### config.mk
export PLATFORM = sky130hd
export DESIGN_NAME = paged_address_translation_top
export DESIGN_NICKNAME = d
export VERILOG_FILES = /design/src/rtl/pat_pkg.sv /design/src/rtl/paged_address_translation_top.sv /design/src/rtl/pat_ram.sv /design/src/rtl/pat_div.sv
export VERILOG_INCLUDE_DIRS = /design/src /design/src/rtl
export SDC_FILE = /design/constraint.sdc
export NUM_CORES = 1
export LEC_CHECK = 0
export BUFFER_PORTS_ARGS = -buffer_cell sky130_fd_sc_hd__buf_2
export CAP_MARGIN = 30
export CORE_MARGIN = 3
export CORE_UTILIZATION = 50
export DETAILED_ROUTE_END_ITERATION = 8
export PLACE_DENSITY = 0.77
export SETUP_SLACK_MARGIN = 0.3
export SLEW_MARGIN = 10
export SYNTH_ARGS = -nofsm -noshare
export SYNTH_HDL_FRONTEND = slang
export SYNTH_SLANG_ARGS = --single-unit
export TNS_END_PERCENT = 50
### constraint.sdc
create_clock -name i_clk -period 6.2 [get_ports i_clk]
set_clock_uncertainty 0.15 [all_clocks]
set_input_delay 1.55 -clock i_clk [delete_from_list [all_inputs] [get_ports i_clk]]
set_output_delay 1.55 -clock i_clk [all_outputs]
set_load 0.02 [all_outputs]
### src/rtl/assert_macros.svh
// Assertion macros shared by the paged translation RTL.
`ifndef ASSERT_MACROS_SVH
`define ASSERT_MACROS_SVH

// Implication checked on every clock edge outside reset.
`define PAT_ASSERT(label, prop, msg) \
    label: assert property (@(posedge i_clk) disable iff (!i_rst_n) prop) else $error(msg);

// Condition that must never hold outside reset.
`define PAT_NEVER(label, expr, msg) \
    label: assert property (@(posedge i_clk) disable iff (!i_rst_n) !(expr)) else $error(msg);

`endif

### src/rtl/pat_pkg.sv
// Types and constants for the paged address translation block.
package pat_pkg;

    localparam int PAGE_SIZE_W  = 16;
    localparam int PAGE_COUNT_W = 5;
    localparam int FRAME_CNT_W  = 6;
    localparam int ADDR_W       = 32;
    localparam int PHYS_W       = 33;
    localparam int PNUM_W       = 4;
    localparam int FNUM_W       = 5;
    localparam int CFG_IDX_W    = 2;
    localparam int CFG_DATA_W   = 32;

    typedef enum logic [CFG_IDX_W-1:0] {
        REG_PAGE_SIZE   = 2'd0,
        REG_PAGE_COUNT  = 2'd1,
        REG_FRAME_COUNT = 2'd2,
        REG_BASE_ADDR   = 2'd3
    } t_reg_idx;

    typedef enum logic [1:0] {
        ST_OK          = 2'd0,
        ST_ABSENT      = 2'd1,
        ST_PAGE_RANGE  = 2'd2,
        ST_FRAME_RANGE = 2'd3
    } t_status;

    localparam logic OP_MAP       = 1'b0;
    localparam logic OP_TRANSLATE = 1'b1;

    typedef struct packed {
        logic              opcode;
        logic [PNUM_W-1:0] page_number;
        logic [FNUM_W-1:0] frame_number;
        logic [ADDR_W-1:0] logical_address;
    } t_in_item;

    typedef struct packed {
        logic [PHYS_W-1:0] physical_address;
        logic [1:0]        status;
    } t_out_item;

    typedef struct packed {
        logic start;
        logic done;
    } t_div_ctrl;

endpackage

### src/rtl/paged_address_translation_top.sv
// Paged address translation top level: config registers, sequencer, divider, page table, output register.
//
//   channel  | handshake                  | payload
//   ---------+----------------------------+------------------------------
//   input    | i_in_valid / o_in_stall    | i_in_item  (pat_pkg::t_in_item)
//   output   | o_out_valid / i_out_stall  | o_out_item (pat_pkg::t_out_item)
//   config   | i_cfg_valid / o_cfg_ready  | i_cfg_index, i_cfg_data
//
// Map: range check, table write if in range, then done. Translate: the 32-step divider,
// then table read, check, multiply and add; a page out of range ends after the divide,
// an absent page or stale frame after the check, and a zero page_size skips the divider.
// After reset a clearing pass over all MAX_PAGES entries zeroes the present bits; input stalls.
// One transaction at a time; the result register lets the next transaction start
// while a result waits, and the sequencer holds its result until the register frees.
`include "assert_macros.svh"

module paged_address_translation_top #(
    parameter int MAX_PAGES  = 16,
    parameter int MAX_FRAMES = 32
) (
    input  logic                                   i_clk,
    input  logic                                   i_rst_n,
    input  logic                                   i_in_valid,
    output logic                                   o_in_stall,
    input  pat_pkg::t_in_item                      i_in_item,
    output logic                                   o_out_valid,
    input  logic                                   i_out_stall,
    output pat_pkg::t_out_item                     o_out_item,
    input  logic                                   i_cfg_valid,
    output logic                                   o_cfg_ready,
    input  logic [pat_pkg::CFG_IDX_W-1:0]          i_cfg_index,
    input  logic [pat_pkg::CFG_DATA_W-1:0]         i_cfg_data
);

    localparam int PW  = (MAX_PAGES > 1) ? $clog2(MAX_PAGES) : 1;
    localparam int FW  = pat_pkg::FNUM_W;
    localparam int EW  = FW + 1;
    localparam int SW  = pat_pkg::PAGE_SIZE_W;
    localparam int AW  = pat_pkg::ADDR_W;
    localparam int XW  = pat_pkg::PHYS_W;
    localparam int MW  = FW + SW;
    localparam int PCW = pat_pkg::PAGE_COUNT_W;
    localparam int FCW = pat_pkg::FRAME_CNT_W;

    typedef enum logic [3:0] {
        S_CLEAR, S_IDLE, S_MAP, S_DIV, S_LOOK, S_CHECK, S_MUL, S_ADD, S_DONE
    } t_state;

    t_state                  r_state, n_state;
    pat_pkg::t_in_item       r_item, n_item;
    logic [PW-1:0]           r_clr_idx, n_clr_idx;
    logic [FW-1:0]           r_frame, n_frame;
    logic [MW-1:0]           r_prod, n_prod;
    logic [XW-1:0]           r_addr, n_addr;
    pat_pkg::t_status        r_status, n_status;
    pat_pkg::t_out_item      r_out, n_out;
    logic                    r_out_valid, n_out_valid;

    logic [SW-1:0]           r_page_size;
    logic [PCW-1:0]          r_page_count;
    logic [FCW-1:0]          r_frame_count;
    logic [AW-1:0]           r_base;

    logic [PCW-1:0]          pages_limit;
    logic [FCW-1:0]          frames_limit;
    logic                    in_accept;
    logic                    out_take;
    logic                    div_start;
    pat_pkg::t_div_ctrl      div_ctrl;
    logic [AW-1:0]           div_quot;
    logic [SW-1:0]           div_rem;
    logic [31:0]             pnum_ext;
    logic                    ram_we;
    logic [PW-1:0]           ram_waddr;
    logic [EW-1:0]           ram_wdata;
    logic [EW-1:0]           ram_rdata;

    assign pages_limit  = (32'(r_page_count) > 32'(MAX_PAGES)) ? PCW'(MAX_PAGES)
                                                               : r_page_count;
    assign frames_limit = (32'(r_frame_count) > 32'(MAX_FRAMES)) ? FCW'(MAX_FRAMES)
                                                                 : r_frame_count;

    assign o_in_stall  = (r_state != S_IDLE);
    assign in_accept   = i_in_valid && !o_in_stall;
    assign out_take    = r_out_valid && !i_out_stall;
    assign o_out_valid = r_out_valid;
    assign o_out_item  = r_out;
    assign o_cfg_ready = 1'b1;

    assign div_start = in_accept && (i_in_item.opcode == pat_pkg::OP_TRANSLATE)
                       && (r_page_size != '0);
    assign pnum_ext  = 32'(r_item.page_number);

    always_ff @(posedge i_clk) begin
        if (!i_rst_n) begin
            r_page_size   <= SW'(1024);
            r_page_count  <= PCW'(16);
            r_frame_count <= FCW'(32);
            r_base        <= '0;
        end else if (i_cfg_valid && o_cfg_ready) begin
            case (pat_pkg::t_reg_idx'(i_cfg_index))
                pat_pkg::REG_PAGE_SIZE:   r_page_size   <= i_cfg_data[SW-1:0];
                pat_pkg::REG_PAGE_COUNT:  r_page_count  <= i_cfg_data[PCW-1:0];
                pat_pkg::REG_FRAME_COUNT: r_frame_count <= i_cfg_data[FCW-1:0];
                pat_pkg::REG_BASE_ADDR:   r_base        <= i_cfg_data[AW-1:0];
                default: ;
            endcase
        end
    end

    pat_div u_div (
        .i_clk      (i_clk),
        .i_rst_n    (i_rst_n),
        .i_start    (div_start),
        .i_dividend (i_in_item.logical_address),
        .i_divisor  (r_page_size),
        .o_ctrl     (div_ctrl),
        .o_quot     (div_quot),
        .o_rem      (div_rem)
    );

    // entry = {present, frame}
    pat_ram #(
        .WIDTH (EW),
        .DEPTH (MAX_PAGES)
    ) u_table (
        .i_clk   (i_clk),
        .i_we    (ram_we),
        .i_waddr (ram_waddr),
        .i_wdata (ram_wdata),
        .i_raddr (div_quot[PW-1:0]),
        .o_rdata (ram_rdata)
    );

    always_comb begin
        n_state     = r_state;
        n_item      = r_item;
        n_clr_idx   = r_clr_idx;
        n_frame     = r_frame;
        n_prod      = r_prod;
        n_addr      = r_addr;
        n_status    = r_status;
        n_out       = r_out;
        n_out_valid = r_out_valid;
        ram_we      = 1'b0;
        ram_waddr   = pnum_ext[PW-1:0];
        ram_wdata   = {1'b1, r_item.frame_number};

        if (out_take) begin
            n_out_valid = 1'b0;
        end

        case (r_state)
            S_CLEAR: begin
                ram_we    = 1'b1;
                ram_waddr = r_clr_idx;
                ram_wdata = '0;
                n_clr_idx = r_clr_idx + PW'(1);
                if (r_clr_idx == PW'(MAX_PAGES - 1)) begin
                    n_state = S_IDLE;
                end
            end
            S_IDLE: begin
                if (in_accept) begin
                    n_item   = i_in_item;
                    n_addr   = '0;
                    n_status = pat_pkg::ST_OK;
                    if (i_in_item.opcode == pat_pkg::OP_MAP) begin
                        n_state = S_MAP;
                    end else if (r_page_size == '0) begin
                        n_status = pat_pkg::ST_PAGE_RANGE;
                        n_state  = S_DONE;
                    end else begin
                        n_state = S_DIV;
                    end
                end
            end
            S_MAP: begin
                if ({1'b0, r_item.page_number} >= pages_limit) begin
                    n_status = pat_pkg::ST_PAGE_RANGE;
                end else if ({1'b0, r_item.frame_number} >= frames_limit) begin
                    n_status = pat_pkg::ST_FRAME_RANGE;
                end else begin
                    ram_we = 1'b1;
                end
                n_state = S_DONE;
            end
            S_DIV: begin
                if (div_ctrl.done) begin
                    n_state = S_LOOK;
                end
            end
            S_LOOK: begin
                if (div_quot >= AW'(pages_limit)) begin
                    n_status = pat_pkg::ST_PAGE_RANGE;
                    n_state  = S_DONE;
                end else begin
                    n_state = S_CHECK;
                end
            end
            S_CHECK: begin
                n_frame = ram_rdata[FW-1:0];
                if (!ram_rdata[FW]) begin
                    n_status = pat_pkg::ST_ABSENT;
                    n_state  = S_DONE;
                end else if ({1'b0, ram_rdata[FW-1:0]} >= frames_limit) begin
                    n_status = pat_pkg::ST_FRAME_RANGE;
                    n_state  = S_DONE;
                end else begin
                    n_state = S_MUL;
                end
            end
            S_MUL: begin
                n_prod  = MW'(r_frame) * MW'(r_page_size);
                n_state = S_ADD;
            end
            S_ADD: begin
                n_addr  = XW'(r_base) + XW'(r_prod) + XW'(div_rem);
                n_state = S_DONE;
            end
            S_DONE: begin
                if (!r_out_valid || out_take) begin
                    n_out.physical_address = r_addr;
                    n_out.status           = r_status;
                    n_out_valid            = 1'b1;
                    n_state                = S_IDLE;
                end
            end
            default: begin
                n_state = S_IDLE;
            end
        endcase
    end

    always_ff @(posedge i_clk) begin
        if (!i_rst_n) begin
            r_state     <= S_CLEAR;
            r_clr_idx   <= '0;
            r_out_valid <= 1'b0;
        end else begin
            r_state     <= n_state;
            r_clr_idx   <= n_clr_idx;
            r_out_valid <= n_out_valid;
        end
        r_item   <= n_item;
        r_frame  <= n_frame;
        r_prod   <= n_prod;
        r_addr   <= n_addr;
        r_status <= n_status;
        r_out    <= n_out;
    end

    `PAT_ASSERT(a_err_zero_addr, (o_out_valid && (o_out_item.status != pat_pkg::ST_OK)) |-> (o_out_item.physical_address == '0), "error result with nonzero address")
    `PAT_ASSERT(a_done_in_div, div_ctrl.done |-> (r_state == S_DIV), "divider done outside divide state")
    `PAT_ASSERT(a_out_from_done, $rose(o_out_valid) |-> ($past(r_state) == S_DONE), "result loaded outside done state")
    `PAT_NEVER(a_no_write_translate, ram_we && (r_state != S_CLEAR) && (r_item.opcode == pat_pkg::OP_TRANSLATE), "table written by translate")

endmodule

### src/rtl/pat_ram.sv
// Generic single-write, single-read RAM with registered read data.
module pat_ram #(
    parameter int WIDTH = 8,
    parameter int DEPTH = 16,
    localparam int AW = (DEPTH > 1) ? $clog2(DEPTH) : 1
) (
    input  logic             i_clk,
    input  logic             i_we,
    input  logic [AW-1:0]    i_waddr,
    input  logic [WIDTH-1:0] i_wdata,
    input  logic [AW-1:0]    i_raddr,
    output logic [WIDTH-1:0] o_rdata
);

    logic [WIDTH-1:0] r_mem [DEPTH];
    logic [WIDTH-1:0] r_rdata;

    always_ff @(posedge i_clk) begin
        if (i_we) begin
            r_mem[i_waddr] <= i_wdata;
        end
        r_rdata <= r_mem[i_raddr];
    end

    assign o_rdata = r_rdata;

endmodule

### src/rtl/pat_div.sv
// Restoring divider: 32-bit dividend by 16-bit divisor, one quotient bit per cycle.
`include "assert_macros.svh"

module pat_div (
    input  logic                               i_clk,
    input  logic                               i_rst_n,
    input  logic                               i_start,
    input  logic [pat_pkg::ADDR_W-1:0]         i_dividend,
    input  logic [pat_pkg::PAGE_SIZE_W-1:0]    i_divisor,
    output pat_pkg::t_div_ctrl                 o_ctrl,
    output logic [pat_pkg::ADDR_W-1:0]         o_quot,
    output logic [pat_pkg::PAGE_SIZE_W-1:0]    o_rem
);

    localparam int DW = pat_pkg::PAGE_SIZE_W;
    localparam int QW = pat_pkg::ADDR_W;
    localparam int CW = $clog2(QW);

    logic          r_busy, n_busy;
    logic          r_done, n_done;
    logic [CW-1:0] r_cnt, n_cnt;
    logic [QW-1:0] r_q, n_q;
    logic [DW-1:0] r_rem, n_rem;
    logic [DW-1:0] r_div, n_div;

    logic [DW:0]   shifted;
    logic [DW+1:0] diff;
    logic          ge;

    always_comb begin
        shifted = {r_rem, r_q[QW-1]};
        diff    = {1'b0, shifted} - {2'b00, r_div};
        ge      = ~diff[DW+1];

        n_busy = r_busy;
        n_done = 1'b0;
        n_cnt  = r_cnt;
        n_q    = r_q;
        n_rem  = r_rem;
        n_div  = r_div;

        if (i_start) begin
            n_busy = 1'b1;
            n_cnt  = CW'(QW - 1);
            n_q    = i_dividend;
            n_rem  = '0;
            n_div  = i_divisor;
        end else if (r_busy) begin
            n_q   = {r_q[QW-2:0], ge};
            n_rem = ge ? diff[DW-1:0] : shifted[DW-1:0];
            n_cnt = r_cnt - CW'(1);
            if (r_cnt == '0) begin
                n_busy = 1'b0;
                n_done = 1'b1;
            end
        end
    end

    always_ff @(posedge i_clk) begin
        if (!i_rst_n) begin
            r_busy <= 1'b0;
            r_done <= 1'b0;
            r_cnt  <= '0;
        end else begin
            r_busy <= n_busy;
            r_done <= n_done;
            r_cnt  <= n_cnt;
        end
        r_q   <= n_q;
        r_rem <= n_rem;
        r_div <= n_div;
    end

    assign o_ctrl.start = i_start;
    assign o_ctrl.done  = r_done;
    assign o_quot       = r_q;
    assign o_rem        = r_rem;

    `PAT_ASSERT(a_done_after_busy, r_done |-> $past(r_busy), "divider done without busy")
    `PAT_NEVER(a_no_restart, i_start && r_busy, "divider restarted while busy")
    `PAT_NEVER(a_busy_and_done, r_busy && r_done, "divider done while still busy")

endmodule

==> Implementation_results.wiki, run 1 <==
{| class="wikitable"
! Metric !! Value
|-
| Remaining routing DRC violations || 0
|-
| Critical-path top delay cell || sky130_fd_sc_hd__edfxtp_1
|-
| Final routed wirelength across all metal layers || 40.0 mm
|-
| Share of the synthesized area in the top cell type || 41.0%
|-
| Std-Cell Core Area || 35700 sq um
|-
| Ratio of total power to cell area || 337 nW/um^2
|-
| Final-layout setup total negative slack || 0 ns
|-
| Data arrival, critical path || 5.43 ns
|-
| Via count of the first global-routing pass || 12100
|-
| Nature of the critical path endpoint || flop
|-
| Critical Path Fanout Max || 16
|-
| Largest delay contributor family on the critical path || adder cells
|-
| Routed Antenna Nets || 0
|-
| Number of max-slew violations in the final report || 0
|-
| Buffer type at the clock tree root || sky130_fd_sc_hd__clkbuf_16
|-
| Synth Cell Area || 18300 sq um
|-
| Total leakage power || 0.00832 uW
|-
| Stages on worst setup path || 14
|-
| Floorplan die area || 38800 sq um
|-
| Max-cap violation count || 0
|-
| Level count of the clock H-tree || 2
|-
| Maximum cell stage delay along the critical path || 0.60 ns
|-
| Final standard cell area without fillers || 20500 sq um
|-
| Via-per-instance ratio || 5.62
|-
| Global routing usage summed across all routing layers || 20.4%
|-
| Number of sinks on the clock net || 346
|-
| Post-CTS Setup Inserts || 0
|-
| Maximum ir drop on the vdd rail || 0.272 mV
|-
| Final hold vios || 0
|-
| Fin crit share || 85.4%
|-
| Initial drt markers || 866
|-
| Kind of critical path || flop to flop
|-
| Remaining global-route overflow || 0
|-
| Count of boundary I/O pins || 119
|-
| Maximum number of pins on one net before global-route repair || 76
|-
| Cell area reported after detailed placement || 19300 sq um
|-
| Placed Cells incl. Taps || 2143
|-
| Synthesized area per cell || 11.3 sq um
|-
| Initial Utilization || 51.1%
|-
| Count of vias placed by the detailed router || 12400
|-
| Worst slew slack as a fraction of its limit || 44.3%
|-
| Nets in the synthesized netlist || 1844
|-
| Required time at the endpoint of the critical path || 6.34 ns
|-
| Post-cts resize count || 0
|-
| Average wire per cell in the routed design || 18.1 um
|-
| Largest area contributor in the synthesized netlist || sky130_fd_sc_hd__edfxtp_1
|-
| Post-CTS Hold Fix Bufs || 0
|-
| Clock period minus worst slack || 5.30 ns
|-
| Highest attainable clock frequency || 0.189 GHz
|-
| Router iterations before antenna repair || 5
|-
| Outcome || finished clean
|-
| Layout Nets || 1959
|-
| Flip-flop and latch count after synthesis || 346
|-
| Clock network latency to the later pin of the worst-skew pair || 0.56 ns
|-
| Worst Setup Start Kind || flop
|-
| Setup repair after global routing missed its margin || false
|-
| Worst path buffer plus inverter count || 2
|-
| Clock Tree Buf Depth || 3
|-
| Proportion of layout cells with a drive suffix above 1 || 13.9%
|-
| CP Cell Sequence || and2_1 > fa_1 > fa_1 > inv_1 > fa_1 > inv_1 > ha_1 > a2111oi_0 > o21ai_0 > a2111oi_0 > nor3_1 > a211o_1 > a21oi_1 > xnor2_1
|-
| Height of the die || 197 um
|-
| Port Buffers || 117
|-
| Overall die width || 197 um
|-
| Endpoints failing setup || 0
|-
| Antenna violations before repair || 4
|-
| Synth cell types || 68
|-
| Global-route wire length before repair || 63.1 mm
|-
| Length in cells of the worst reg-to-reg path || 14
|-
| Cts bufs inserted || 37
|-
| Synth warnings || 0
|-
| Non-filler instance count after layout || 2216
|-
| Clock transition at the registers of the reported paths || 0.06 ns
|-
| Clock tree from TritonCTS || built
|-
| Fraction of registers with async set/reset || 0%
|-
| Post-Route Utilization || 57.4%
|-
| Area added between synthesis and finish || 12.3%
|-
| Pin slew with the least headroom to its limit || 0.834 ns
|-
| Crit-path most repeated cell || sky130_fd_sc_hd__fa_1
|-
| Hold/Removal Path Class || flop to flop
|-
| # rows || 69
|-
| Biggest area contributors in the synthesized netlist || sky130_fd_sc_hd__edfxtp_1, sky130_fd_sc_hd__dfxtp_1, sky130_fd_sc_hd__fa_1, sky130_fd_sc_hd__ha_1, sky130_fd_sc_hd__nand2_1
|-
| Post-synthesis sequential area ratio || 51.6%
|-
| Depth of the worst hold-timing path || 0
|-
| Hpwl dp || 28.9 mm
|-
| Final Wtd Congestion || 0.911
|-
| Main flop type after synthesis || sky130_fd_sc_hd__edfxtp_1
|-
| Worst Hold Margin || 0.261 ns
|-
| Number of enable-type register cells in the synthesized netlist || 249
|-
| Cell count after synthesis || 1610
|}
==> layout by cell type, fill, tap and decap left out, drive strengths merged, types with 13 or more instances in the layout <==
master	instances
a21boi	56
a21o	32
a21oi	51
a31oi	18
and2	66
and3	13
buf	137
clkbuf	52
clkinv	16
dfxtp	97
edfxtp	249
fa	60
ha	93
inv	112
mux2i	15
mux4	30
nand2	275
nand3	25
nor2	71
nor2b	25
nor3	28
o21a	18
o21ai	46
xnor2	32
==> layout make-up <==
class                           count  area (sq um)
Multi-Input combinational cell   1091          8200
Sequential cell                   346          9420
Clock buffer                       52          1020
Inverter                          112           420
Fill cell                        2874         15200
Timing Repair Buffer              137           752
Antenna cell                        1          2.50
Tap cell                          461           577
Clock inverter                     16           113
==> layer usage <==
layer	track usage (%)	wire, um	vias up
met2	34.0	19400	361
met3	3.77	2140	83
met4	6.81	1140	6
met5	0	41	-
met1	27.2	17300	6085
li1	-	-	5914
==> cell usage after synthesis (12+ instances only) <==
cell                       instances
sky130_fd_sc_hd__a21boi_0         55
sky130_fd_sc_hd__a21o_1           30
sky130_fd_sc_hd__a21oi_1          51
sky130_fd_sc_hd__a31oi_1          17
sky130_fd_sc_hd__and2_1           66
sky130_fd_sc_hd__and3_1           12
sky130_fd_sc_hd__clkbuf_1         51
sky130_fd_sc_hd__dfxtp_1          97
sky130_fd_sc_hd__edfxtp_1        249
sky130_fd_sc_hd__fa_1             60
sky130_fd_sc_hd__ha_1             93
sky130_fd_sc_hd__inv_1           111
sky130_fd_sc_hd__mux2i_1          15
sky130_fd_sc_hd__mux4_2           30
sky130_fd_sc_hd__nand2_1         275
sky130_fd_sc_hd__nand3_1          25
sky130_fd_sc_hd__nor2_1           71
sky130_fd_sc_hd__nor2b_1          25
sky130_fd_sc_hd__nor3_1           28
sky130_fd_sc_hd__o21a_1           18
sky130_fd_sc_hd__o21ai_0          43
sky130_fd_sc_hd__xnor2_1          32
==> registers in the layout (all words and copies together) (netlist names), 16 cells and up <==
| register | flops |
|---|---|
| r_base | 32 |
| r_page_size | 16 |
| u_div.r_div | 16 |
| o_out_item | 35 |
| u_div.o_quot | 32 |
| u_div.o_rem | 16 |
| r_prod | 21 |
| r_addr | 33 |
| u_table.r_mem | 96 |
==> power by group <==
group / internal (uW) / switching [uW]
Combinational: 711 / 1070
Clock: 1160 / 903
Sequential: 2890 / 180
==> cell families (layout without fill, tap and decap cells) <==
| kind of cell | count (synthesis) | after routing | synth area share (%) |
|---|---|---|---|
| adders and majority gates | 153 | 153 | 13.0 |
| buffers and inverters | 173 | 317 | 3.61 |
| and+or+nand+nor | 568 | 568 | 14.6 |
| DFF | 346 | 346 | 51.6 |
| other | 1 | 2 | 0.0205 |
| muxes | 45 | 45 | 4.52 |
| AOI/OAI and AO/OA | 281 | 281 | 10.6 |
| xor gates and xnor gates | 43 | 43 | 2.06 |
==> per-stage QoR <==
step / setup slack [ns] / total power [uW]
floorplan: 1.41 / 4360
global placement: 1.12 / 4770
global route: 0.751 / 7260
CTS: 0.974 / 6930
finish: 0.903 / 6910
detailed placement: 1.03 / 4850
==> worst paths after layout <==
path | from | endpoint | slack, ns
setup reg to reg | r_frame[3] | r_prod[19] | 0.90
hold / removal | r_addr[0] | o_out_item[2] | 0.26
setup / recovery | r_frame[3] | r_prod[19] | 0.90
hold reg to reg | r_addr[0] | o_out_item[2] | 0.26
No activity file was read; power rests on OpenSTA's default activity.
==> run 2: changes to the inputs <==
--- a/config.mk
+++ b/config.mk
@@ -8,10 +8,12 @@
 export LEC_CHECK = 0
 export BUFFER_PORTS_ARGS = -buffer_cell sky130_fd_sc_hd__buf_2
 export CAP_MARGIN = 30
+export CELL_PAD_IN_SITES_DETAIL_PLACEMENT = 2
+export CELL_PAD_IN_SITES_GLOBAL_PLACEMENT = 2
 export CORE_MARGIN = 3
-export CORE_UTILIZATION = 50
+export CORE_UTILIZATION = 41
 export DETAILED_ROUTE_END_ITERATION = 8
-export PLACE_DENSITY = 0.77
+export PLACE_DENSITY = 0.89
 export SETUP_SLACK_MARGIN = 0.3
 export SLEW_MARGIN = 10
 export SYNTH_ARGS = -nofsm -noshare
==> Implementation_results.wiki, run 2 (synthesis gave the netlist of run 1 again) <==
{| class="wikitable"
! Metric !! Value
|-
| Max-cap violation count || 0 (unchanged)
|-
| Setup repair after global routing missed its margin || false
|-
| Highest attainable clock frequency || 0.178 GHz (-5.7%)
|-
| Area taken by flip-flops and latches || 9420 sq um (unchanged)
|-
| Share of power burned in combinational logic || 27.5% (+1.8 points)
|-
| Hold_sp || r_addr[27]
|-
| Kind of critical path || flop to flop
|-
| Buffer type at the clock tree root || sky130_fd_sc_hd__clkbuf_16
|-
| Area added between synthesis and finish || 13.8%
|-
| Met3 demand-to-capacity share in global routing || 4.98% (+1.2 points)
|-
| Hpwl dp || 43.0 mm (+49%)
|-
| Port Buffers || 117 (unchanged)
|-
| Endpoints failing setup || 0 (unchanged)
|-
| Final routed wirelength across all metal layers || 66.9 mm (+67%)
|-
| Maximum ir drop on the vdd rail || 0.267 mV (-1.8%)
|-
| Count of vias placed by the detailed router || 13800 (+10%)
|-
| Maximum number of pins on one net before global-route repair || 76 (unchanged)
|-
| Clock period minus worst slack || 5.62 ns (+0.319 ns)
|-
| Depth of the worst hold-timing path || 0 (unchanged)
|-
| Via count of the first global-routing pass || 15800 (+31%)
|-
| Ratio of total power to cell area || 366 nW/um^2 (+8.6%)
|-
| GRT met2 Usage || 50.0% (+16 points)
|-
| Length in cells of the worst reg-to-reg path || 14 (unchanged)
|-
| Outcome || finished clean
|-
| Initial drt markers || 1103 (+27%)
|-
| Overall die width || 217 um (+10%)
|-
| Commonest non-fill, non-tap cell in the layout || sky130_fd_sc_hd__nand2_1
|-
| Required time at the endpoint of the critical path || 6.37 ns (+0.03 ns)
|-
| Top register by number of flip-flops || u_table.r_mem
|-
| Number of max-slew violations in the final report || 0 (unchanged)
|-
| Number of flip-flops in the largest register || 96 (unchanged)
|-
| Cell area reported after detailed placement || 19500 sq um (+0.78%)
|-
| Global-route wire length before repair || 101 mm (+60%)
|-
| Nature of the critical path endpoint || flop
|-
| Height of the die || 217 um (+10%)
|-
| Total leakage power || 0.00836 uW (+0.51%)
|-
| Worst slew slack as a fraction of its limit || 36.6% (-7.7 points)
|-
| Fraction of power consumed by the clock network || 31.3% (+1.4 points)
|-
| Post-CTS Setup Inserts || 0 (unchanged)
|-
| Data arrival, critical path || 5.78 ns (+0.35 ns)
|-
| Final Wtd Congestion || 0.842 (-7.6%)
|-
| Highest-count cells in the layout ignoring fill and taps || sky130_fd_sc_hd__nand2_1, sky130_fd_sc_hd__edfxtp_1, sky130_fd_sc_hd__buf_2
|-
| Remaining global-route overflow || 0 (unchanged)
|-
| Switching power summed over all nets || 2630 uW (+22%)
|-
| Worst Setup Start Kind || flop
|-
| Pre-CTS setup slack || 0.837 ns (-0.188 ns)
|-
| Cts bufs inserted || 39 (+5.4%)
|-
| Average wire per cell in the routed design || 28.6 um (+59%)
|-
| Layout Nets || 1957 (-0.10%)
|-
| Final hold vios || 0 (unchanged)
|-
| Layout fillers || 4373 (+52%)
|-
| Router iterations before antenna repair || 5 (unchanged)
|-
| Placed Cells incl. Taps || 2266 (+5.7%)
|-
| R2r endpoint || r_prod[17]
|-
| Level count of the clock H-tree || 2 (unchanged)
|-
| Count of boundary I/O pins || 119 (unchanged)
|-
| Reg2reg start || r_frame[4]
|-
| Pin slew with the least headroom to its limit || 0.948 ns (+0.113 ns)
|-
| Clock transition at the registers of the reported paths || 0.06 ns (about the same)
|-
| Flop2flop setup slack || 0.58 ns (-0.32 ns)
|-
| Routed Antenna Nets || 0 (unchanged)
|-
| Antenna violations before repair || 2 (-2)
|-
| Multi-input gate area in the final layout || 8210 sq um (+0.17%)
|-
| Non-filler instance count after layout || 2339 (+5.6%)
|-
| Via-per-instance ratio || 5.88 (+4.7%)
|-
| Proportion of layout cells with a drive suffix above 1 || 14.2% (+0.35 points)
|-
| Clock tree from TritonCTS || built
|-
| Grt peak-use layer || met2
|-
| Floorplan die area || 47100 sq um (+21%)
|-
| Switching share of power || 34.6% (+3.5 points)
|-
| # rows || 76 (+10%)
|-
| Remaining routing DRC violations || 0 (unchanged)
|-
| Global routing usage summed across all routing layers || 28.3% (+7.9 points)
|-
| Critical Path Fanout Max || 16 (unchanged)
|-
| Hold/Removal Path Class || flop to flop
|-
| Post-cts resize count || 0 (unchanged)
|-
| Initial Utilization || 41.9% (-9.2 points)
|-
| Cell-internal power || 4970 uW (+4.4%)
|-
| Met1 Resource Use GR || 33.0% (+5.8 points)
|-
| Number of sinks on the clock net || 346 (unchanged)
|-
| Post-CTS Hold Fix Bufs || 0 (unchanged)
|-
| Part of the total power dissipated in sequential elements || 41.2% (-3.1 points)
|-
| Fin crit share || 90.6% (+5.1 points)
|-
| Final standard cell area without fillers || 20800 sq um (+1.3%)
|-
| Final worst-path setup slack || 0.585 ns (-0.319 ns)
|-
| Std-Cell Core Area || 43600 sq um (+22%)
|-
| Clock Tree Buf Depth || 3 (unchanged)
|-
| Clock network latency to the later pin of the worst-skew pair || 0.58 ns (+0.02 ns)
|-
| Final-layout setup total negative slack || 0 ns (unchanged)
|-
| Endpoint with the worst hold slack || o_out_item[29]
|}
==> run 2: routing by layer <==
layer  vias to the layer above  routed length (um)
met2                       546               34200
met4                         2                3620
met3                       208                3480
met1                      7095               25600
li1                       5905                   -
met5                         -                  16
==> run 2: area by class of cell <==
type / instances / area share (%)
Timing Repair Buffer: 133 / 3.46
Tap cell: 585 / 3.52
Sequential cell: 346 / 45.3
Multi-Input combinational cell: 1091 / 39.5
Inverter: 112 / 2.02
Clock buffer: 47 / 4.94
Clock inverter: 24 / 1.18
Antenna cell: 1 / 0.0120
==> run 2: worst max-delay path by stage <==
stage          startpoint          to  slack [ns]  cells after the start
6_report       r_frame[4]  r_prod[17]        0.58                     14
5_1_grt        r_frame[4]  r_prod[19]        0.34                     14
4_1_cts        r_frame[4]  r_prod[17]        0.61                     14
3_5_place_dp   r_frame[4]  r_prod[20]        0.84                     15
3_3_place_gp   r_frame[4]  r_prod[20]        1.09                     15
2_1_floorplan  r_frame[4]  r_prod[20]        1.41                     15
==> run 2: power groups by stage <==
| stage | Clock [uW] | Combinational (uW) | Sequential, uW |
|---|---|---|---|
| after floorplan | 0 | 1290 | 3070 |
| after global placement | 0 | 1720 | 3110 |
| after detailed placement | 0 | 1910 | 3150 |
| after CTS | 2410 | 2060 | 3130 |
| after global routing | 2500 | 2250 | 3150 |
| final | 2380 | 2090 | 3130 |
==> run 2: per-stage QoR <==
stage,util (%),power (uW),hold slack [ns]
after floorplan,-,4360,0.250
after global placement,44.7,4820,0.252
after detailed placement,44.7,5070,0.260
after CTS,47.7,7600,0.270
after global routing,47.7,7900,0.282
final,47.7,7600,0.266
==> run 2: worst max-delay path, cell delays in order (launching register included) <==
cell and delay [ns]:
sky130_fd_sc_hd__edfxtp_1 0.62, sky130_fd_sc_hd__and2_1 0.32, sky130_fd_sc_hd__fa_1 0.59, sky130_fd_sc_hd__fa_1 0.61, sky130_fd_sc_hd__inv_1 0.07, sky130_fd_sc_hd__fa_1 0.56, sky130_fd_sc_hd__inv_1 0.05, sky130_fd_sc_hd__ha_1 0.26
sky130_fd_sc_hd__a2111oi_0 0.53, sky130_fd_sc_hd__o21ai_0 0.37, sky130_fd_sc_hd__a2111oi_0 0.47, sky130_fd_sc_hd__nor3_1 0.20, sky130_fd_sc_hd__a21o_1 0.23, sky130_fd_sc_hd__a21oi_1 0.24, sky130_fd_sc_hd__xnor2_1 0.12
